File: config.mk
export PLATFORM = sky130hd
export DESIGN_NAME = clil_front
export DESIGN_NICKNAME = d
export VERILOG_FILES = /design/src/design/clil_pkg.sv /design/src/design/clil_front.sv
export SDC_FILE = /design/constraint.sdc
export NUM_CORES = 1
export LEC_CHECK = 0
export BUFFER_PORTS_ARGS = -buffer_cell sky130_fd_sc_hd__buf_2
export CAP_MARGIN = 20
export CORE_ASPECT_RATIO = 0.6
export CORE_UTILIZATION = 56
export DETAILED_ROUTE_END_ITERATION = 10
export GPL_ROUTABILITY_DRIVEN = 0
export PLACE_DENSITY = 0.86
export SLEW_MARGIN = 20
export SYNTH_ARGS = -nofsm -noshare
export SYNTH_HDL_FRONTEND = slang
export SYNTH_SLANG_ARGS = --single-unit
export TNS_END_PERCENT = 20
File: constraint.sdc
create_clock -name clk -period 12.9 [get_ports clk]
set_input_delay 1.935 -clock clk [delete_from_list [all_inputs] [get_ports clk]]
set_output_delay 1.935 -clock clk [all_outputs]
set_load 0.05 [all_outputs]
File: src/design/clil_pkg.sv
`timescale 1ns / 1ps
package clil_pkg;

	typedef enum logic [1:0] {
		FUNC_CLEAR  = 2'd0,
		FUNC_APPEND = 2'd1,
		FUNC_QUERY  = 2'd2,
		FUNC_NONE   = 2'd3
	} func_t;

	typedef enum logic [1:0] {
		ST_OK    = 2'd0,
		ST_EMPTY = 2'd1,
		ST_ORDER = 2'd2,
		ST_FULL  = 2'd3
	} status_t;

	typedef struct packed {
		logic [1:0]         func;
		logic [31:0]        time_value;
		logic signed [31:0] upper_value;
		logic signed [31:0] lower_value;
	} in_item_t;

	typedef struct packed {
		logic [1:0]         status;
		logic signed [31:0] upper_error;
		logic signed [31:0] lower_error;
	} out_item_t;

	typedef enum logic [3:0] {
		BK_IDLE,
		BK_SRCH,
		BK_SRCH_WAIT,
		BK_RD_HI,
		BK_RD_HI_WAIT,
		BK_RD_LO,
		BK_RD_LO_WAIT,
		BK_MUL,
		BK_DIV,
		BK_FIX,
		BK_OUT
	} bk_state_t;

	localparam int FIFO_DEPTH = 2;

endpackage

File: src/design/clil_front.sv
`timescale 1ns / 1ps
// Front: accept items and hand them to a short queue.
module clil_front import clil_pkg::*; (
	input  logic     clk,
	input  logic     arst_n,
	input  logic     in_valid,
	output logic     in_ready,
	input  in_item_t in_data,
	output logic     q_valid,
	input  logic     q_ready,
	output in_item_t q_data
);
	in_item_t   mem_q [FIFO_DEPTH];
	logic       wp_q, rp_q;
	logic [1:0] cnt_q;
	logic       push, pop;

	assign in_ready = (cnt_q != 2'(FIFO_DEPTH));
	assign q_valid  = (cnt_q != 2'd0);
	assign q_data   = mem_q[rp_q];
	assign push     = in_valid && in_ready;
	assign pop      = q_valid && q_ready;

	always_ff @(posedge clk) begin
		if (push) begin
			mem_q[wp_q] <= in_data;
		end
	end

	always_ff @(posedge clk or negedge arst_n) begin
		if (!arst_n) begin
			wp_q  <= 1'b0;
			rp_q  <= 1'b0;
			cnt_q <= 2'd0;
		end else begin
			if (push) wp_q <= ~wp_q;
			if (pop)  rp_q <= ~rp_q;
			cnt_q <= cnt_q + 2'(push) - 2'(pop);
		end
	end

	a_cnt_range: assert property (@(posedge clk) disable iff (!arst_n)
		cnt_q <= 2'(FIFO_DEPTH)) else $error("queue count overflow");
	a_no_push_full: assert property (@(posedge clk) disable iff (!arst_n)
		(cnt_q == 2'(FIFO_DEPTH)) |-> !push) else $error("push into full queue");
	a_no_pop_empty: assert property (@(posedge clk) disable iff (!arst_n)
		(cnt_q == 2'd0) |-> !pop) else $error("pop from empty queue");

endmodule

==> results of run 1 <==
sequential cells by signal, summed over array words and instances (netlist names):
register	flops
rp_q	1
mem_q	196
cnt_q	2
wp_q	1
where the power goes:
group	total [mW]	internal (mW)	switching, mW
registers	0.954	0.890	0.0642
clock network	0.483	0.252	0.231
logic	1.00	0.276	0.725
total	2.44	1.42	1.02
layer usage:
metal | track usage (%) | up-vias | wire (um)
li1 | - | 1710 | -
met1 | 23.7 | 1829 | 5270
met5 | 0 | - | 8
met4 | 6.29 | 2 | 131
met3 | 9.44 | 12 | 1370
met2 | 32.8 | 168 | 6420
worst paths after layout:
check / slack (ps) / end / startpoint
worst min register to register: 530 / cnt_q[0] / cnt_q[0]
worst min-delay path: 530 / cnt_q[0] / cnt_q[0]
max in group asynchronous: 11460 / rp_q / arst_n
min in group asynchronous: 1310 / cnt_q[0] / arst_n
worst max register to register: 10490 / mem_q[0][60] / cnt_q[1]
worst max-delay path: 8310 / q_data[8] / rp_q
worst register-to-register path, cell delays in order, from the launching register on:
cell and delay [ps]:
dfrtp_1 400, nand2b_1 120, nand2_1 160, nor2_4 100
buf_4 530, buf_4 680
cell families after synthesis:
| logic type | after synthesis |
|---|---|
| flip-flops | 200 |
| multiplexers | 98 |
| buffers and inverters | 12 |
| AND/OR/NAND/NOR | 6 |
| XOR/XNOR | 4 |
| adder cells (fa/ha/maj) | 2 |
area by class of cell:
| class | count | share of cell area, % |
|---|---|---|
| Tap cell | 165 | 2.29 |
| Clock buffer | 17 | 4.71 |
| Timing Repair Buffer | 205 | 11.5 |
| Multi-Input combinational cell | 110 | 13.8 |
| Inverter | 1 | 0.0416 |
| Antenna cell | 2 | 0.0554 |
| Clock inverter | 14 | 1.32 |
| Sequential cell | 200 | 66.3 |
placed cells by master, fill, tap and decap left out, types with 4 or more instances in the layout:
cell type and instances:
buf_2 201, edfxtp_1 196, mux2_2 88, clkbuf_16 17, mux2_4 10, inv_8 4
clkinv_4 4, buf_4 4
==> flow_metrics.env, run 1 <==
export IMPL_ant_nets=0
export IMPL_cts_sinks=200
export IMPL_worstRegToRegCells=5
export IMPL_syn2layout_area_growth_pct=23.8
export IMPL_max_freq_mhz=218
export IMPL_synth_top_area_share_pct=80.7
export IMPL_start_util_pct=59.0
export IMPL_cts_resized=0
export IMPL_synth_main_ff_cell="edfxtp_1"
export IMPL_rsz0062_at_grt="no"
export IMPL_path_max_fanout=50
export IMPL_power_mw=2.44
export IMPL_dp_slack_ps=8760
export IMPL_wl_per_cell_um=18.5
export IMPL_dr_total_vias=3721
export IMPL_cp_slowest_cell="dfrtp_4"
export IMPL_synth_distinct_cells=16
export IMPL_dp_hpwl_mm=9.05
export IMPL_multi_input_comb_area_um2=1250
export IMPL_finalSetupViolCount=0
export IMPL_routed_via_density=5.21
export IMPL_grt_first_pass_wirelength_mm=19.7
export IMPL_cts_max_level=4
export IMPL_synth_edff_count=196
export IMPL_drt_initial_drc_count=215
export IMPL_cp_cell_sequence="buf_4 > mux2_2 > buf_2"
export IMPL_maxSlewViolCount=0
export IMPL_period_needed_ps=4590
export IMPL_drive_gt1_share_pct=61.8
export IMPL_synth_seq_cells=200
export IMPL_path_class="flop to output port"
export IMPL_hold_slack_ps=534
export IMPL_layout_cells_non_filler=714
export IMPL_synth_fa_ha_area_share_pct=0.343
export IMPL_clk_latency_ps=420
export IMPL_coreArea_um2=12400
export IMPL_rows=31
export IMPL_worst_pin_slew_ps=682
export IMPL_die_h_um=90.4
export IMPL_final_util_pct=73.0
export IMPL_cp_top_family="buffers and inverters"
export IMPL_synth_xor_area_share_pct=0.480
export IMPL_synth_top_cell_by_area="edfxtp_1"
export IMPL_nFillCells=773
export IMPL_routed_wl_mm=13.2
export IMPL_grt_max_degree=52
export IMPL_synth_compound_area_share_pct=0
export IMPL_ir_worst_vdd_mv=0.170
export IMPL_root_buffer="clkbuf_16"
export IMPL_cpPeakStageDelay_ps=850
export IMPL_hold_viol=0
export IMPL_die_w_um=149
export IMPL_synth_top_family_by_area="multiplexers"
export IMPL_cts_setup_buffers=0
export IMPL_async_reset_ff_share_pct=2.00
export IMPL_syn_area_um2=7300
export IMPL_yosysMostFrequentCell="edfxtp_1"
export IMPL_cts_tree="built"
export IMPL_die_area_um2=13500
export IMPL_grt_use_total_pct=20.2
export IMPL_yosysSeqAreaShare_pct=82.0
export IMPL_synth_simple_gate_area_share_pct=0.446
export IMPL_synthMuxAreaShare_pct=15.6
export IMPL_synthCells=322
export IMPL_cts_buffers=17
export IMPL_skew_ps=12.0
export IMPL_crit_arrival_ps=2660
export IMPL_fin_crit_sh_pct=35.6
export IMPL_final_setup_worst_slack_ps=8310
export IMPL_nets=639
export IMPL_critical_path_required_ps=10970
export IMPL_ys_top_cells_by_area="edfxtp_1, mux2_2, mux2_4, dfrtp_1, buf_2"
export IMPL_cts_buffer_depth=2
export IMPL_total_leakage_power_nw=3.42
export IMPL_hold_path_depth=1
export IMPL_synthesis_nets=426
export IMPL_port_buffers=201
export IMPL_ys_warn_count=0
export IMPL_cts_hold_buffers=0
export IMPL_drt_pass1_iter_count=4
export IMPL_synthTopCellsByCount="edfxtp_1, mux2_2, mux2_4, buf_2, dfrtp_1"
export IMPL_grt_pass1_vias=3809
export IMPL_dpl_cell_area_um2=8480
export IMPL_crit_path_start_kind="flop"
export IMPL_powerDensity_nw_per_um2=270
export IMPL_ff_latch_area_um2=5990
export IMPL_hp_class="flop to flop"
export IMPL_antenna_found_initial=2
export IMPL_drc=0
export IMPL_crit_buf_inv=2
export IMPL_io_pins=202
export IMPL_slew_headroom_pct=54.5
export IMPL_global_route_overflow_total=0
export IMPL_finalSetupTns_ps=0
export IMPL_crit_cells=3
export IMPL_dp_cells=681
export IMPL_clk_pin_slew_ps=70
export IMPL_end_kind="output port"
export IMPL_fin_area_um2=9030
export IMPL_maxCapViolations=0
export IMPL_avgSynthCellArea_um2=22.7
export IMPL_outcome="completed"
Note: power is estimated with default switching activity, not from simulation.
==> run 2: changes to the inputs <==
--- a/config.mk
+++ b/config.mk
@@ -8,10 +8,10 @@
 export BUFFER_PORTS_ARGS = -buffer_cell sky130_fd_sc_hd__buf_2
 export CAP_MARGIN = 20
 export CORE_ASPECT_RATIO = 0.6
-export CORE_UTILIZATION = 56
+export CORE_UTILIZATION = 47
 export DETAILED_ROUTE_END_ITERATION = 10
 export GPL_ROUTABILITY_DRIVEN = 0
-export PLACE_DENSITY = 0.86
+export PLACE_DENSITY = 0.77
 export SLEW_MARGIN = 20
 export SYNTH_ARGS = -nofsm -noshare
 export SYNTH_HDL_FRONTEND = slang
==> constraint.sdc (replaced) <==
create_clock -name clk -period 3.9 [get_ports clk]
set_input_delay 0.585 -clock clk [delete_from_list [all_inputs] [get_ports clk]]
set_output_delay 0.585 -clock clk [all_outputs]
set_load 0.05 [all_outputs]
==> run 2 against run 1 <==
Total power rose to 3.3 times the previous value. Worst hold slack got worse by 190 ps. Critical endpoint is now q_data[97]. Utilization decreased by 12 points. Sequential share of layout area down 0.49 points. Worst setup slack got worse by 7300 ps. Register-to-register slack lost 8600 ps. Largest power group unchanged. Global-route usage fell by 3.2 points. Flip-flop and latch count unchanged. Combinational power increased to 3.3 times the previous value. Clock power rose to 3.3 times the previous value. Critical path depth did not move.
==> flow_metrics.env, run 2 (synthesis results as in run 1) <==
export IMPL_worstRegToRegCells=3
export IMPL_skew_ps=13.2
export IMPL_rsz0062_at_grt="no"
export IMPL_crit_arrival_ps=2340
export IMPL_nFillCells=1090
export IMPL_finalSetupViolCount=0
export IMPL_wl_per_cell_um=17.7
export IMPL_end_kind="output port"
export IMPL_regMostFlops="mem_q"
export IMPL_critical_path_required_ps=3310
export IMPL_crit_buf_inv=2
export IMPL_clk_pin_slew_ps=80
export IMPL_root_buffer="clkbuf_16"
export IMPL_cts_sinks=200
export IMPL_slew_headroom_pct=51.7
export IMPL_ff_latch_area_um2=5990
export IMPL_maxCapViolations=0
export IMPL_powerDensity_nw_per_um2=888
export IMPL_crit_path_start_kind="flop"
export IMPL_drt_pass1_iter_count=4
export IMPL_layout_commonest_cell="buf_2"
export IMPL_dr_total_vias=3679
export IMPL_clk_latency_ps=420
export IMPL_ir_worst_vdd_mv=0.650
export IMPL_outcome="completed"
export IMPL_fin_area_um2=9100
export IMPL_fin_crit_sh_pct=75.1
export IMPL_io_pins=202
export IMPL_cts_max_level=4
export IMPL_port_buffers=201
export IMPL_drc=0
export IMPL_cpPeakStageDelay_ps=890
export IMPL_cts_tree="built"
export IMPL_die_area_um2=16000
export IMPL_worst_pin_slew_ps=725
export IMPL_routed_via_density=4.91
export IMPL_cp_slowest_cell="dfrtp_4"
export IMPL_maxSlewViolCount=0
export IMPL_nets=640
export IMPL_die_w_um=163
export IMPL_dpl_cell_area_um2=8550
export IMPL_grt_max_degree=99
export IMPL_total_leakage_power_nw=3.41
export IMPL_max_freq_mhz=341
export IMPL_hold_viol=0
export IMPL_cts_buffer_depth=2
export IMPL_syn2layout_area_growth_pct=24.7
export IMPL_drt_initial_drc_count=194
export IMPL_grt_first_pass_wirelength_mm=20.2
export IMPL_cts_buffers=17
export IMPL_drive_gt1_share_pct=61.2
export IMPL_coreArea_um2=14800
export IMPL_reg_top3="mem_q: 196 flops, cnt_q: 2 flops"
export IMPL_path_class="flop to output port"
export IMPL_antenna_found_initial=3
export IMPL_die_h_um=98.5
export IMPL_cp_top_family="flip-flops"
export IMPL_path_max_fanout=52
export IMPL_period_needed_ps=2930
export IMPL_multi_input_comb_area_um2=1250
export IMPL_cts_setup_buffers=0
export IMPL_rows=34
export IMPL_hold_path_depth=1
export IMPL_largest_register_ffs=196
export IMPL_cp_cell_sequence="buf_12 > mux2_2 > buf_2"
export IMPL_crit_cells=3
export IMPL_grt_use_total_pct=16.9
export IMPL_dp_hpwl_mm=8.72
export IMPL_global_route_overflow_total=0
export IMPL_final_cell_mix="buf_2, edfxtp_1, mux2_2"
export IMPL_start_util_pct=49.3
export IMPL_cts_resized=0
export IMPL_ant_nets=0
export IMPL_finalSetupTns_ps=0
export IMPL_routed_wl_mm=13.3
export IMPL_grt_pass1_vias=3849
export IMPL_hp_class="primary input to flop"
-- run 2: changes by cell type in the layout (fill, tap and decap cells not counted), sizes merged --
cell | before | now
clkbuf | 17 | 20
diode | 2 | 3
clkinv | 7 | 3
clkinvlp | 2 | 5
inv | 6 | 5
dlygate4sd3 | 0 | 1
-- run 2: final cells by class --
| cell class | count | share of cell area [%] |
|---|---|---|
| flip-flops and latches | 200 | 65.8 |
| multi-input cells | 110 | 13.7 |
| repair buffers | 206 | 11.8 |
| clock buffers | 20 | 4.80 |
| well taps | 198 | 2.72 |
| clock inverters | 12 | 1.06 |
| diodes | 3 | 0.0825 |
| inverters | 1 | 0.0413 |
-- run 2: final timing paths --
path	endpoint	start	slack (ps)
max reg2reg	mem_q[1][19]	cnt_q[1]	1880
min	mem_q[1][35]	in_data[35]	350
min in group asynchronous	wp_q	arst_n	500
min reg2reg	cnt_q[0]	cnt_q[0]	510
max in group asynchronous	rp_q	arst_n	3260
max	q_data[97]	rp_q	970
-- run 2: report_power, final --
group	total, mW	internal, mW	switching, mW
logic	3.34	0.935	2.40
clock network	1.59	0.828	0.759
registers	3.15	2.94	0.214
total	8.08	4.70	3.38
-- run 2: per-layer routing --
| metal | GRT usage, % | share of wire [%] | up-vias |
|---|---|---|---|
| met4 | 4.89 | 0.81 | 2 |
| li1 | - | - | 1710 |
| met2 | 26.5 | 46 | 152 |
| met3 | 7.20 | 8.9 | 12 |
| met5 | 0 | 0.060 | - |
| met1 | 21.6 | 44 | 1803 |
-- run 2: through the flow --
stage | worst slack (ps) | hold slack (ps) | util (%) | power, mW | instances
floorplan | 211 | 289 | - | 5.87 | 322
global placement | 1450 | 394 | 57.7 | 6.51 | 714
detailed placement | 1420 | 397 | 57.7 | 6.57 | 714
CTS | 953 | 333 | 61.4 | 8.16 | 747
global route | 863 | 327 | 61.4 | 8.40 | 748
finish | 972 | 348 | 61.5 | 8.08 | 750
-- run 2: timing repair --
item | in CTS | in global routing
hold buffers | 1 | 0
endpoints found under the setup margin | 0 | 0
endpoints found under the hold margin | 4 | 0
==> run 3: changes to the inputs <==
--- a/config.mk
+++ b/config.mk
@@ -8,10 +8,10 @@
 export BUFFER_PORTS_ARGS = -buffer_cell sky130_fd_sc_hd__buf_2
 export CAP_MARGIN = 20
 export CORE_ASPECT_RATIO = 0.6
-export CORE_UTILIZATION = 47
+export CORE_UTILIZATION = 52
 export DETAILED_ROUTE_END_ITERATION = 10
 export GPL_ROUTABILITY_DRIVEN = 0
-export PLACE_DENSITY = 0.77
+export PLACE_DENSITY = 0.8
 export SLEW_MARGIN = 20
 export SYNTH_ARGS = -nofsm -noshare
 export SYNTH_HDL_FRONTEND = slang
==> constraint.sdc (replaced) <==
create_clock -name clk -period 2.99 [get_ports clk]
set_input_delay 0.4485 -clock clk [delete_from_list [all_inputs] [get_ports clk]]
set_output_delay 0.4485 -clock clk [all_outputs]
set_load 0.05 [all_outputs]
==> run 3 against run 2 <==
Clock power grew 31%. Critical path depth unchanged. Utilization up 5.2 points. Sequential share of layout area decreased by 0.099 points. Clock-buffer cell count is 2 lower. Largest cell class unchanged. Flip-flop and latch count did not move. Global-route usage grew 1.5 points. Critical endpoint is now q_data[38]. Combinational power is 35% higher. Register-to-register slack worse by 700 ps. Final cell count is 1.2% lower.
==> flow_metrics.env, run 3 (synthesis results as in run 1) <==
export IMPL_outcome="completed"
export IMPL_wl_per_cell_um=17.9
export IMPL_dr_total_vias=3713
export IMPL_rsz0062_at_grt="no"
export IMPL_final_cell_mix="buf_2, edfxtp_1, mux2_2"
export IMPL_io_pins=202
export IMPL_die_w_um=155
export IMPL_timing_rr_start="cnt_q[1]"
export IMPL_regMostFlops="mem_q"
export IMPL_fin_crit_sh_pct=83.5
export IMPL_drt_initial_drc_count=237
export IMPL_rrSetupSlack_ps=1180
export IMPL_p_switching_mw=4.44
export IMPL_grt_pass1_vias=3794
export IMPL_dp_hpwl_mm=8.61
export IMPL_cts_tree="built"
export IMPL_crit_arrival_ps=2050
export IMPL_slew_headroom_pct=54.1
export IMPL_die_h_um=93.8
export IMPL_syn2layout_area_growth_pct=24.9
export IMPL_grt_max_degree=100
export IMPL_cts_setup_buffers=0
export IMPL_hp_class="primary input to flop"
export IMPL_routed_wl_mm=13.3
export IMPL_hold_start="in_data[49]"
export IMPL_pwr_share_comb_pct=42.7
export IMPL_reg_top3="mem_q: 196 flops, cnt_q: 2 flops"
export IMPL_worst_pin_slew_ps=689
export IMPL_skew_ps=11.5
export IMPL_cts_sinks=200
export IMPL_die_area_um2=14500
export IMPL_root_buffer="clkbuf_16"
export IMPL_maxCapViolations=0
export IMPL_p_sw_share_pct=41.9
export IMPL_port_buffers=201
export IMPL_seqPwrFrac_pct=37.6
export IMPL_path_max_fanout=99
export IMPL_layout_commonest_cell="buf_2"
export IMPL_critical_path_startpoint="rp_q"
export IMPL_global_route_overflow_total=0
export IMPL_dpl_cell_area_um2=8550
export IMPL_final_util_pct=66.7
export IMPL_crit_path_start_kind="flop"
export IMPL_nFillCells=916
export IMPL_ir_worst_vdd_mv=0.672
export IMPL_power_mw=10.6
export IMPL_final_setup_worst_slack_ps=493
export IMPL_intPower_mw=6.16
export IMPL_drive_gt1_share_pct=61.3
export IMPL_largest_register_ffs=196
export IMPL_powerDensity_nw_per_um2=1160
export IMPL_grt_first_pass_wirelength_mm=19.6
export IMPL_hold_viol=0
export IMPL_grt_use_total_pct=18.4
export IMPL_drc=0
export IMPL_cts_buffer_depth=2
export IMPL_fin_area_um2=9110
export IMPL_start_util_pct=53.4
export IMPL_end_kind="output port"
export IMPL_period_needed_ps=2500
export IMPL_routed_via_density=5.01
export IMPL_total_leakage_power_nw=3.43
export IMPL_nets=640
export IMPL_clk_pin_slew_ps=70
export IMPL_layout_cells_non_filler=741
export IMPL_rows=33
export IMPL_dp_cells=708
export IMPL_cts_buffers=17
export IMPL_drt_pass1_iter_count=4
export IMPL_antenna_found_initial=1
export IMPL_dp_slack_ps=1010
export IMPL_finalSetupViolCount=0
export IMPL_critical_path_required_ps=2540
export IMPL_maxSlewViolCount=0
export IMPL_cts_max_level=4
export IMPL_max_freq_mhz=401
export IMPL_clk_latency_ps=410
export IMPL_coreArea_um2=13700
export IMPL_ant_nets=0
export IMPL_path_class="flop to output port"
export IMPL_power_share_clock_pct=19.8
run 3: area by class of cell:
type | instances | area, um2 | area share, %
multi-input cells | 110 | 1250 | 13.7
flip-flops and latches | 200 | 5990 | 65.7
diodes | 1 | 2.50 | 0.0275
clock inverters | 13 | 118 | 1.29
clock buffers | 18 | 429 | 4.71
repair buffers | 206 | 1080 | 11.9
inverters | 1 | 3.75 | 0.0412
well taps | 192 | 240 | 2.64
run 3: repair_timing:
item / 4_1_cts / 5_1_grt
gates resized for setup: 0 / 0
endpoints found under the hold margin: 4 / 0
hold buffers: 1 / 0
run 3: power by group through the flow:
stage / registers (mW) / clock network, mW / logic (mW)
6_report: 3.98 / 2.09 / 4.52
2_1_floorplan: 4.03 / 0 / 3.63
4_1_cts: 3.99 / 2.16 / 4.56
3_3_place_gp: 4.00 / 0 / 4.51
3_5_place_dp: 4.05 / 0 / 4.54
5_1_grt: 4.03 / 2.26 / 4.71
run 3: critical path: stages (launching register included):
cell     delay [ps]
dfrtp_4         420
buf_12          360
mux2_2          440
buf_2           220
run 3: routing by layer:
metal	vias up	wire, um	GRT usage (%)	part of all wire (%)
met2	153	6300	29.4	47
met1	1851	5900	23.6	44
met5	-	0	0	0
met3	4	1060	6.92	7.9
li1	1705	-	-	-
met4	0	48	5.45	0.36
run 3: worst paths after layout:
check                               end  cells past startpoint
setup / recovery             q_data[38]                      3
hold / removal             mem_q[0][49]                      1
setup reg to reg               cnt_q[1]                      7
hold reg to reg                cnt_q[0]                      1
max in group asynchronous          rp_q                      2
min in group asynchronous          rp_q                      2
run 3: stage by stage:
stage	hold WS [ps]	TNS [ps]
finish	220	0
global route	191	0
CTS	197	0
detailed placement	266	0
global placement	267	0
floorplan	153	-68500
